### src/rtl/core/ubsd_pkg.sv
// Shared types, constants and byte classification for the UTF-8 BMP decoder.
// No dependencies; ubsd_step, ubsd_out_reg, the top and the testbench import it.
package ubsd_pkg;

  localparam int unsigned COUNT_BITS_DEFAULT = 16;
  localparam int unsigned FIELD_W            = 16;
  localparam logic [15:0] MAX_CHARS_RESET    = 16'hFFFF;

  // Lead and continuation byte patterns
  localparam logic [7:0] LEAD3_MASK    = 8'hF0;
  localparam logic [7:0] LEAD3_CODE    = 8'hE0;
  localparam logic [7:0] LEAD2_MASK    = 8'hE0;
  localparam logic [7:0] LEAD2_CODE    = 8'hC0;
  localparam logic [7:0] HIGH_BIT      = 8'h80;
  localparam logic [7:0] LEAD3_PAYLOAD = 8'h0F;
  localparam logic [7:0] LEAD2_PAYLOAD = 8'h1F;
  localparam logic [7:0] CONT_PAYLOAD  = 8'h3F;

  localparam logic [1:0] PEND_NONE = 2'd0;
  localparam logic [1:0] PEND_ONE  = 2'd1;
  localparam logic [1:0] PEND_TWO  = 2'd2;

  typedef enum logic [1:0] {
    CLS_ASCII,
    CLS_LEAD2,
    CLS_LEAD3,
    CLS_CONT
  } byte_class_t;

  // Sequence state carried between bytes
  typedef struct packed {
    logic [1:0]  pending;
    logic [15:0] accumulator;
  } seq_state_t;

  // One result transaction
  typedef struct packed {
    logic        char_valid;
    logic [15:0] code_point;
    logic        malformed;
    logic        refused;
    logic        end_of_string;
    logic [15:0] bytes_consumed;
  } result_t;

  // Bytes 0xF0-0xFF fall through to the continuation class
  function automatic byte_class_t classify(input logic [7:0] b);
    byte_class_t cls;
    if ((b & LEAD3_MASK) == LEAD3_CODE) begin
      cls = CLS_LEAD3;
    end else if ((b & LEAD2_MASK) == LEAD2_CODE) begin
      cls = CLS_LEAD2;
    end else if ((b & HIGH_BIT) != 8'h00) begin
      cls = CLS_CONT;
    end else begin
      cls = CLS_ASCII;
    end
    return cls;
  endfunction

endpackage

### src/rtl/core/ubsd_byte_if.sv
// Input channel: one UTF-8 byte per transaction with valid/ready handshake.
// Depends on nothing but the language; widths are fixed by the byte format.
interface ubsd_byte_if;
  logic       valid;
  logic       ready;
  logic [7:0] data_byte;
  logic       last_byte;

  modport source (output valid, output data_byte, output last_byte, input ready);
  modport sink   (input valid, input data_byte, input last_byte, output ready);
endinterface

### src/rtl/core/ubsd_char_if.sv
// Output channel: one decode result per transaction with valid/ready handshake.
// Depends on nothing but the language; widths are fixed by the result format.
interface ubsd_char_if;
  logic        valid;
  logic        ready;
  logic        char_valid;
  logic [15:0] code_point;
  logic        malformed;
  logic        refused;
  logic        end_of_string;
  logic [15:0] bytes_consumed;

  modport source (output valid, output char_valid, output code_point, output malformed,
                  output refused, output end_of_string, output bytes_consumed,
                  input ready);
  modport sink   (input valid, input char_valid, input code_point, input malformed,
                  input refused, input end_of_string, input bytes_consumed,
                  output ready);
endinterface

### src/rtl/core/ubsd_step.sv
// Per-byte decode logic: next sequence state, counters and result for one byte.
// Depends on ubsd_pkg.
module ubsd_step #(
  parameter int unsigned CNT_W = ubsd_pkg::COUNT_BITS_DEFAULT
) (
  input  logic [7:0]           data_byte,
  input  logic                 last_byte,
  input  logic [15:0]          max_chars,
  input  ubsd_pkg::seq_state_t seq,
  input  logic [CNT_W-1:0]     emitted,
  input  logic [CNT_W-1:0]     consumed,
  output ubsd_pkg::seq_state_t seq_next,
  output logic [CNT_W-1:0]     emitted_next,
  output logic [CNT_W-1:0]     consumed_next,
  output ubsd_pkg::result_t    res
);
  import ubsd_pkg::*;

  localparam logic [CNT_W-1:0] CNT_MAX = {CNT_W{1'b1}};

  byte_class_t      cls;
  seq_state_t       seq_upd;
  logic [CNT_W-1:0] emitted_upd;
  logic [CNT_W-1:0] consumed_upd;
  logic             limit_hit;
  logic             emit;
  logic             bad;
  logic [15:0]      cp;
  logic [15:0]      acc_shift;

  assign cls       = classify(data_byte);
  assign limit_hit = (16'(emitted) >= max_chars);
  assign acc_shift = {seq.accumulator[9:0], data_byte[5:0]};

  always_comb begin
    seq_upd = seq;
    emit    = 1'b0;
    bad     = 1'b0;
    cp      = '0;
    unique case (cls)
      CLS_LEAD3: begin
        bad                 = (seq.pending != PEND_NONE);
        seq_upd.accumulator = 16'(data_byte & LEAD3_PAYLOAD);
        seq_upd.pending     = PEND_TWO;
      end
      CLS_LEAD2: begin
        bad                 = (seq.pending != PEND_NONE);
        seq_upd.accumulator = 16'(data_byte & LEAD2_PAYLOAD);
        seq_upd.pending     = PEND_ONE;
      end
      CLS_CONT: begin
        if (seq.pending != PEND_NONE) begin
          seq_upd.accumulator = acc_shift;
          seq_upd.pending     = seq.pending - 2'd1;
          if (seq.pending == PEND_ONE) begin
            emit = 1'b1;
            cp   = acc_shift;
          end
        end else begin
          // stray continuation: drop it
          bad = 1'b1;
        end
      end
      CLS_ASCII: begin
        bad             = (seq.pending != PEND_NONE);
        seq_upd.pending = PEND_NONE;
        emit            = 1'b1;
        cp              = 16'(data_byte);
      end
      default: begin
        seq_upd = seq;
      end
    endcase
  end

  assign consumed_upd = (consumed == CNT_MAX) ? consumed : consumed + 1'b1;
  assign emitted_upd  = (emit && emitted != CNT_MAX) ? emitted + 1'b1 : emitted;

  always_comb begin
    res.end_of_string = last_byte;
    if (limit_hit) begin
      res.char_valid     = 1'b0;
      res.code_point     = '0;
      res.malformed      = 1'b0;
      res.refused        = 1'b1;
      res.bytes_consumed = 16'(consumed);
    end else begin
      res.char_valid     = emit;
      res.code_point     = cp;
      res.malformed      = bad;
      res.refused        = 1'b0;
      res.bytes_consumed = 16'(consumed_upd);
    end

    // last byte of the string clears everything after the result is formed
    if (last_byte) begin
      seq_next      = '0;
      emitted_next  = '0;
      consumed_next = '0;
    end else if (limit_hit) begin
      seq_next      = seq;
      emitted_next  = emitted;
      consumed_next = consumed;
    end else begin
      seq_next      = seq_upd;
      emitted_next  = emitted_upd;
      consumed_next = consumed_upd;
    end
  end

endmodule

### src/rtl/core/ubsd_out_reg.sv
// Result register: holds one result transaction and frees itself as it leaves.
// Depends on ubsd_pkg and ubsd_char_if.
module ubsd_out_reg (
  input  logic                clk,
  input  logic                rst,
  input  logic                load_valid,
  output logic                load_ready,
  input  ubsd_pkg::result_t   res,
  ubsd_char_if.source         char_ch
);
  import ubsd_pkg::*;

  logic    valid;
  result_t data;

  // free when empty or when the held result leaves this cycle
  assign load_ready = !valid || char_ch.ready;

  always_ff @(posedge clk) begin
    if (rst) begin
      valid <= 1'b0;
    end else if (load_ready) begin
      valid <= load_valid;
    end
  end

  always_ff @(posedge clk) begin
    if (load_valid && load_ready) begin
      data <= res;
    end
  end

  assign char_ch.valid          = valid;
  assign char_ch.char_valid     = data.char_valid;
  assign char_ch.code_point     = data.code_point;
  assign char_ch.malformed      = data.malformed;
  assign char_ch.refused        = data.refused;
  assign char_ch.end_of_string  = data.end_of_string;
  assign char_ch.bytes_consumed = data.bytes_consumed;

endmodule

### src/rtl/core/utf8_bmp_stream_decoder.sv
// Top level of the UTF-8 to 16-bit code point stream decoder.
// Depends on ubsd_pkg, ubsd_byte_if, ubsd_char_if, ubsd_step and ubsd_out_reg.
//
//   channel   | direction | transaction carries
//   ----------+-----------+--------------------------------------------------
//   byte_ch   | in        | data_byte, last_byte
//   char_ch   | out       | char_valid, code_point, malformed, refused,
//             |           | end_of_string, bytes_consumed
//   cfg       | in        | cfg_we / cfg_wdata write max_chars
//
// One byte per cycle unless char_ch stalls: a byte is decoded in the cycle it
// is accepted and its result sits in the output register from the cycle after.
// The output register alone sets the pace; byte_ch.ready stays high while that
// register is empty or its result is taken in the same cycle.
// Reset clears the sequence state and both counts and sets max_chars to 65535.
// A stall on char_ch holds the result and drops byte_ch.ready until it clears.
module utf8_bmp_stream_decoder #(
  parameter int unsigned COUNT_BITS = ubsd_pkg::COUNT_BITS_DEFAULT
) (
  input  logic          clk,
  input  logic          rst,
  ubsd_byte_if.sink     byte_ch,
  ubsd_char_if.source   char_ch,
  input  logic          cfg_we,
  input  logic [15:0]   cfg_wdata
);
  import ubsd_pkg::*;

  // counts saturate at the smaller of their own range and the 16-bit field
  localparam int unsigned CNT_W = (COUNT_BITS < FIELD_W) ? COUNT_BITS : FIELD_W;

  logic [15:0]      max_chars;
  seq_state_t       seq;
  seq_state_t       seq_next;
  logic [CNT_W-1:0] emitted_count;
  logic [CNT_W-1:0] emitted_count_next;
  logic [CNT_W-1:0] consumed_count;
  logic [CNT_W-1:0] consumed_count_next;
  result_t          res;
  logic             accept;

  // Configuration: one register, to be written by the user only while the stream is idle; not enforced
  always_ff @(posedge clk) begin
    if (rst) begin
      max_chars <= MAX_CHARS_RESET;
    end else if (cfg_we) begin
      max_chars <= cfg_wdata;
    end
  end

  // Decode the incoming byte against the current state
  ubsd_step #(
    .CNT_W (CNT_W)
  ) u_step (
    .data_byte     (byte_ch.data_byte),
    .last_byte     (byte_ch.last_byte),
    .max_chars     (max_chars),
    .seq           (seq),
    .emitted       (emitted_count),
    .consumed      (consumed_count),
    .seq_next      (seq_next),
    .emitted_next  (emitted_count_next),
    .consumed_next (consumed_count_next),
    .res           (res)
  );

  assign accept = byte_ch.valid && byte_ch.ready;

  // Advance the sequence state and counts only on an accepted transaction
  always_ff @(posedge clk) begin
    if (rst) begin
      seq            <= '0;
      emitted_count  <= '0;
      consumed_count <= '0;
    end else if (accept) begin
      seq            <= seq_next;
      emitted_count  <= emitted_count_next;
      consumed_count <= consumed_count_next;
    end
  end

  // Hold the result until the sink takes it
  ubsd_out_reg u_out (
    .clk        (clk),
    .rst        (rst),
    .load_valid (byte_ch.valid),
    .load_ready (byte_ch.ready),
    .res        (res),
    .char_ch    (char_ch)
  );

endmodule

### src/flat_wrapper.sv
// flat-port wrapper written by rule: the top's interface ports become plain ports
module utf8_bmp_stream_decoder_flat import ubsd_pkg::*;
#(
  parameter int unsigned COUNT_BITS = ubsd_pkg::COUNT_BITS_DEFAULT
)
  (clk, rst, cfg_we, cfg_wdata, byte_ch_valid, byte_ch_data_byte, byte_ch_last_byte, byte_ch_ready, char_ch_valid, char_ch_char_valid, char_ch_code_point, char_ch_malformed, char_ch_refused, char_ch_end_of_string, char_ch_bytes_consumed, char_ch_ready);
  ubsd_byte_if byte_ch_i ();
  ubsd_char_if char_ch_i ();
  input  logic clk;
  input  logic rst;
  input  logic cfg_we;
  input  logic [15:0] cfg_wdata;
  input wire logic [$bits(byte_ch_i.valid)-1:0] byte_ch_valid;
  input wire logic [$bits(byte_ch_i.data_byte)-1:0] byte_ch_data_byte;
  input wire logic [$bits(byte_ch_i.last_byte)-1:0] byte_ch_last_byte;
  output wire logic [$bits(byte_ch_i.ready)-1:0] byte_ch_ready;
  output wire logic [$bits(char_ch_i.valid)-1:0] char_ch_valid;
  output wire logic [$bits(char_ch_i.char_valid)-1:0] char_ch_char_valid;
  output wire logic [$bits(char_ch_i.code_point)-1:0] char_ch_code_point;
  output wire logic [$bits(char_ch_i.malformed)-1:0] char_ch_malformed;
  output wire logic [$bits(char_ch_i.refused)-1:0] char_ch_refused;
  output wire logic [$bits(char_ch_i.end_of_string)-1:0] char_ch_end_of_string;
  output wire logic [$bits(char_ch_i.bytes_consumed)-1:0] char_ch_bytes_consumed;
  input wire logic [$bits(char_ch_i.ready)-1:0] char_ch_ready;
  assign byte_ch_i.valid = byte_ch_valid;
  assign byte_ch_i.data_byte = byte_ch_data_byte;
  assign byte_ch_i.last_byte = byte_ch_last_byte;
  assign byte_ch_ready = byte_ch_i.ready;
  assign char_ch_valid = char_ch_i.valid;
  assign char_ch_char_valid = char_ch_i.char_valid;
  assign char_ch_code_point = char_ch_i.code_point;
  assign char_ch_malformed = char_ch_i.malformed;
  assign char_ch_refused = char_ch_i.refused;
  assign char_ch_end_of_string = char_ch_i.end_of_string;
  assign char_ch_bytes_consumed = char_ch_i.bytes_consumed;
  assign char_ch_i.ready = char_ch_ready;
  utf8_bmp_stream_decoder #(.COUNT_BITS(COUNT_BITS)) u_core (.clk(clk), .rst(rst), .byte_ch(byte_ch_i), .char_ch(char_ch_i), .cfg_we(cfg_we), .cfg_wdata(cfg_wdata));
endmodule
### config.mk
export PLATFORM = sky130hd
export DESIGN_NAME = utf8_bmp_stream_decoder_flat
export DESIGN_NICKNAME = d
export VERILOG_FILES = /design/src/rtl/core/ubsd_pkg.sv /design/src/rtl/core/ubsd_byte_if.sv /design/src/rtl/core/ubsd_char_if.sv /design/src/rtl/core/ubsd_step.sv /design/src/rtl/core/ubsd_out_reg.sv /design/src/rtl/core/utf8_bmp_stream_decoder.sv /design/src/flat_wrapper.sv
export SDC_FILE = /design/constraint.sdc
export NUM_CORES = 1
export LEC_CHECK = 0
export ABC_AREA = 1
export BUFFER_PORTS_ARGS = -buffer_cell sky130_fd_sc_hd__buf_2
export CELL_PAD_IN_SITES_DETAIL_PLACEMENT = 1
export CELL_PAD_IN_SITES_GLOBAL_PLACEMENT = 2
export CORE_MARGIN = 3
export CORE_UTILIZATION = 30
export DETAILED_ROUTE_END_ITERATION = 16
export HOLD_SLACK_MARGIN = 0.06
export MAX_ROUTING_LAYER = met4
export PLACE_DENSITY_LB_ADDON = 0.1
export SLEW_MARGIN = 0
export SYNTH_ARGS = -nofsm -noshare
export SYNTH_HDL_FRONTEND = slang
export SYNTH_SLANG_ARGS = --single-unit
### constraint.sdc
create_clock -name clk -period 2.8 [get_ports clk]
set_input_delay 0.28 -clock clk [delete_from_list [all_inputs] [get_ports clk]]
set_output_delay 0.28 -clock clk [all_outputs]
set_load 0.02 [all_outputs]
==> summary.txt <==
Status
  • Status: finished, final reports clean

STA
  • Crit path time final: 2.41 ns
  • Final-report hold violation count: 0
  • Max Freq: just over 400 MHz
  • RSZ-0062 raised after global routing: no
  • Tcrit/Tclk final: 86.1%
  • Max-slew violation count: 0
  • Worst Clk Skew: 0.0101 ns
  • Setup violators final: 0
  • Slew @ Worst Pin: approximately 0.86 ns
  • Setup TNS: 0 ns
  • Max-slew headroom: 42.4%

Placed design
  • Buffers on Ports: 67
  • HPWL Detailed: 11100 um
  • Placed cell area: 0.00596 sq mm
  • GP Congestion: between 0.7 and 0.8

Power and ir drop
  • Max IR drop VDD: 323 uV
  • Leak: between 2 and 3 nW
  • P per Cell Area: approximately 530 mW/mm^2

Synthesis
  • Post-Syn Nets: 764
  • Top FF cell, synth: dfxtp_1
  • Cells after Synth: 709
  • Async S/R FF share, synth: 0%
  • Synthesized area: approximately 0.0054 sq mm
  • #FFs+latches synth: a little under 100
  • Mean Syn Cell Area: 7.57 sq um
  • Sequential fraction of the synthesis area: around 43%
  • EDFF count, synth: 36
  • Synth warn: 0
  • Post-synth cell types: 40

Critical path
  • CP max stage cell: buf_4
  • CP Buf/Inv Count: 2
  • CP arrival: 2.52 ns
  • WS Path Type: reg -> reg
  • Crit path cell chain: inv_1 -> ha_1 -> nand2_1 -> nor3_1 -> nand2_2 -> nand2_4 -> buf_4 -> nand2_1 -> and2_1
  • Crit path required time: 2.91 ns
  • Most frequent CP cell: nand2_1
  • Max Fanout on Critical Path: 18
  • Crit path capture type: flop
  • CP max stage delay: 0.33 ns
  • Startpoint class of the critical path: flop
  • CP top delay family: simple AND/OR/NAND/NOR gates

Floorplan
  • Core Rows: 48
  • # IOs: 68
  • Die Y: 140 um
  • Starting Density: 30.8%
  • Core area: about 0.017 sq mm
  • Die area: 0.0195 sq mm
  • Die X: 140 um

Layout
  • Most frequent cells in the layout: nand2_1, inv_1, buf_2
  • Post-route cell area: roughly 0.0063 sq mm
  • Multi-input logic area: between 0.002 and 0.003 sq mm
  • Antenna cells: 0
  • Layout cells sized above 1: 16.9%
  • Layout filler cell count: 2172
  • Layout Nets: 833
  • Commonest non-fill, non-tap cell in the layout: nand2_1
  • Area delta synth->final: 16.9%
  • Sequential cell area: 0.00230 sq mm

CTS
  • CTS root buffer: clkbuf_16
  • Clk slew on worst S/H paths: ~0.070 ns
  • Post-CTS Setup Bufs: 0
  • # hold bufs at CTS: 0
  • CTS resizes: 0
  • Maximum clock path buffer count: 2
  • TritonCTS clock tree: yes
  • CTS HTree Levels: 3
  • Clock latency on the worst-skew pair: roughly 0.36 ns
  • Total CTS buffers: 9
  • Num Clock Sinks: 97

Global routing
  • Largest net degree at the start of global routing: 39
  • Vias in the first global route: 4980
  • Total global-route track usage: 16.4%
  • Grt ovf: 0
  • Initial antenna violation count: 0
  • First-pass GRT wire length: 25200 um

Routing
  • Met1 Routed Length: 7200 um
  • DR vias/cell: 4.83
  • Vias: 4871
  • Top sig layer: met4
  • Drt pass-1 iters: 4
  • Number of routed nets with antenna violations: 0
  • Routed wire length: 15200 um
  • Met2 WL: 7280 um
  • DRT iter0 DRCs: 190
  • Wire per inst: 15.1 um
  • DR DRC count: 0
  • Met3 WL post-DR: 553 um

Worst hold path
  • Hold crit path type: in -> reg

Flow run
  • Total of max-cap violations: 0
-- per-layer routing --
layer	GRT usage (%)	up-vias
li1	-	2454
met1	20.6	2334
met2	27.1	74
met3	3.13	9
met4	4.28	0
met5	-	-
-- worst paths after layout --
| kind | start | endpoint | slack, ns | cells past startpoint |
|---|---|---|---|---|
| worst min-delay path | cfg_wdata[5] | u_core.max_chars[5] | 0.13 | 3 |
| worst max register to register | u_core.max_chars[15] | u_core.u_out.char_ch.bytes_consumed[15] | 0.39 | 9 |
| worst max-delay path | u_core.max_chars[15] | u_core.u_out.char_ch.bytes_consumed[15] | 0.39 | 9 |
| worst min register to register | u_core.max_chars[0] | u_core.max_chars[0] | 0.47 | 2 |
-- state kept, by name, indices dropped and copies added (netlist names) --
| name | count |
|---|---|
| u_core.u_out.char_ch.end_of_string | 1 |
| u_core.seq | 12 |
| u_core.u_out.char_ch.code_point | 16 |
| u_core.u_out.char_ch.char_valid | 1 |
| u_core.u_out.char_ch.refused | 1 |
| u_core.consumed_count | 16 |
| u_core.u_out.char_ch.malformed | 1 |
| u_core.u_out.char_ch.bytes_consumed | 16 |
| u_core.max_chars | 16 |
| u_core.emitted_count | 16 |
| u_core.u_out.char_ch.valid | 1 |
-- area by class of cell --
type	instances	area share (%)
clock buffers	9	3.59
clock inverters	7	1.36
inverters	92	5.51
multi-input cells	495	41.1
flip-flops and latches	97	36.7
well taps	225	4.49
repair buffers	83	7.26
-- cells by family after synthesis --
logic type	share of synthesized area (%)
and+or+nand+nor	29.9
DFF	42.9
xor gates and xnor gates	1.31
buffers and inverters	9.07
adders and majority gates	5.83
AOI/OAI and AO/OA	11.0
-- per-stage QoR --
stage / hold WS, ns / utilization (%) / power (mW) / cells / setup slack [ns]
3_5_place_dp: 0.458 / 34.2 / 2.05 / 992 / 0.302
6_report: 0.133 / 36.0 / 3.35 / 1008 / 0.390
4_1_cts: 0.121 / 36.0 / 3.39 / 1008 / 0.358
5_1_grt: 0.135 / 36.0 / 3.51 / 1008 / 0.132
3_3_place_gp: 0.453 / 34.2 / 2.03 / 992 / 0.332
2_1_floorplan: 0.379 / - / 1.89 / 709 / 0.211
-- synth_stat cells (2+ instances only) --
library cell | number | share of area, %
o21ai_1 | 3 | 0.28
clkbuf_1 | 12 | 0.84
edfxtp_1 | 36 | 20
and2_1 | 4 | 0.47
or2_2 | 3 | 0.35
a21oi_1 | 61 | 5.7
inv_2 | 2 | 0.14
nor2b_1 | 3 | 0.35
nor2_4 | 2 | 0.42
nand4_1 | 27 | 3.1
nor3_1 | 17 | 1.6
o21ai_2 | 10 | 1.6
nor3b_1 | 3 | 0.42
nand3_1 | 32 | 3.0
buf_6 | 5 | 1.0
xnor2_1 | 2 | 0.33
o21ai_0 | 25 | 2.3
xor2_1 | 6 | 0.98
nor2_1 | 66 | 4.6
buf_2 | 6 | 0.56
nor2_2 | 2 | 0.23
o211ai_1 | 2 | 0.28
dfxtp_1 | 61 | 23
nand2_1 | 183 | 13
o21bai_1 | 2 | 0.28
clkbuf_2 | 2 | 0.19
nand2_2 | 5 | 0.58
nand4_2 | 2 | 0.47
ha_1 | 25 | 5.8
o22ai_1 | 2 | 0.23
inv_1 | 89 | 6.2
-- report_power, final --
group	switching, mW	internal, mW	leakage (nW)
combinational	0.286	0.144	1.80
clock	0.629	0.713	0.146
sequential	0.0382	1.54	0.865
total	0.953	2.39	2.81
-- worst register-to-register path: cells and delay by family, from the launching register on --
kind | cells | cell delay [ns]
flip-flops | 1 | 0.31
AND/OR/NAND/NOR | 6 | 1.16
buffers and inverters | 2 | 0.39
adder cells (fa/ha/maj) | 1 | 0.30
No activity file was read; power rests on OpenSTA's default activity.
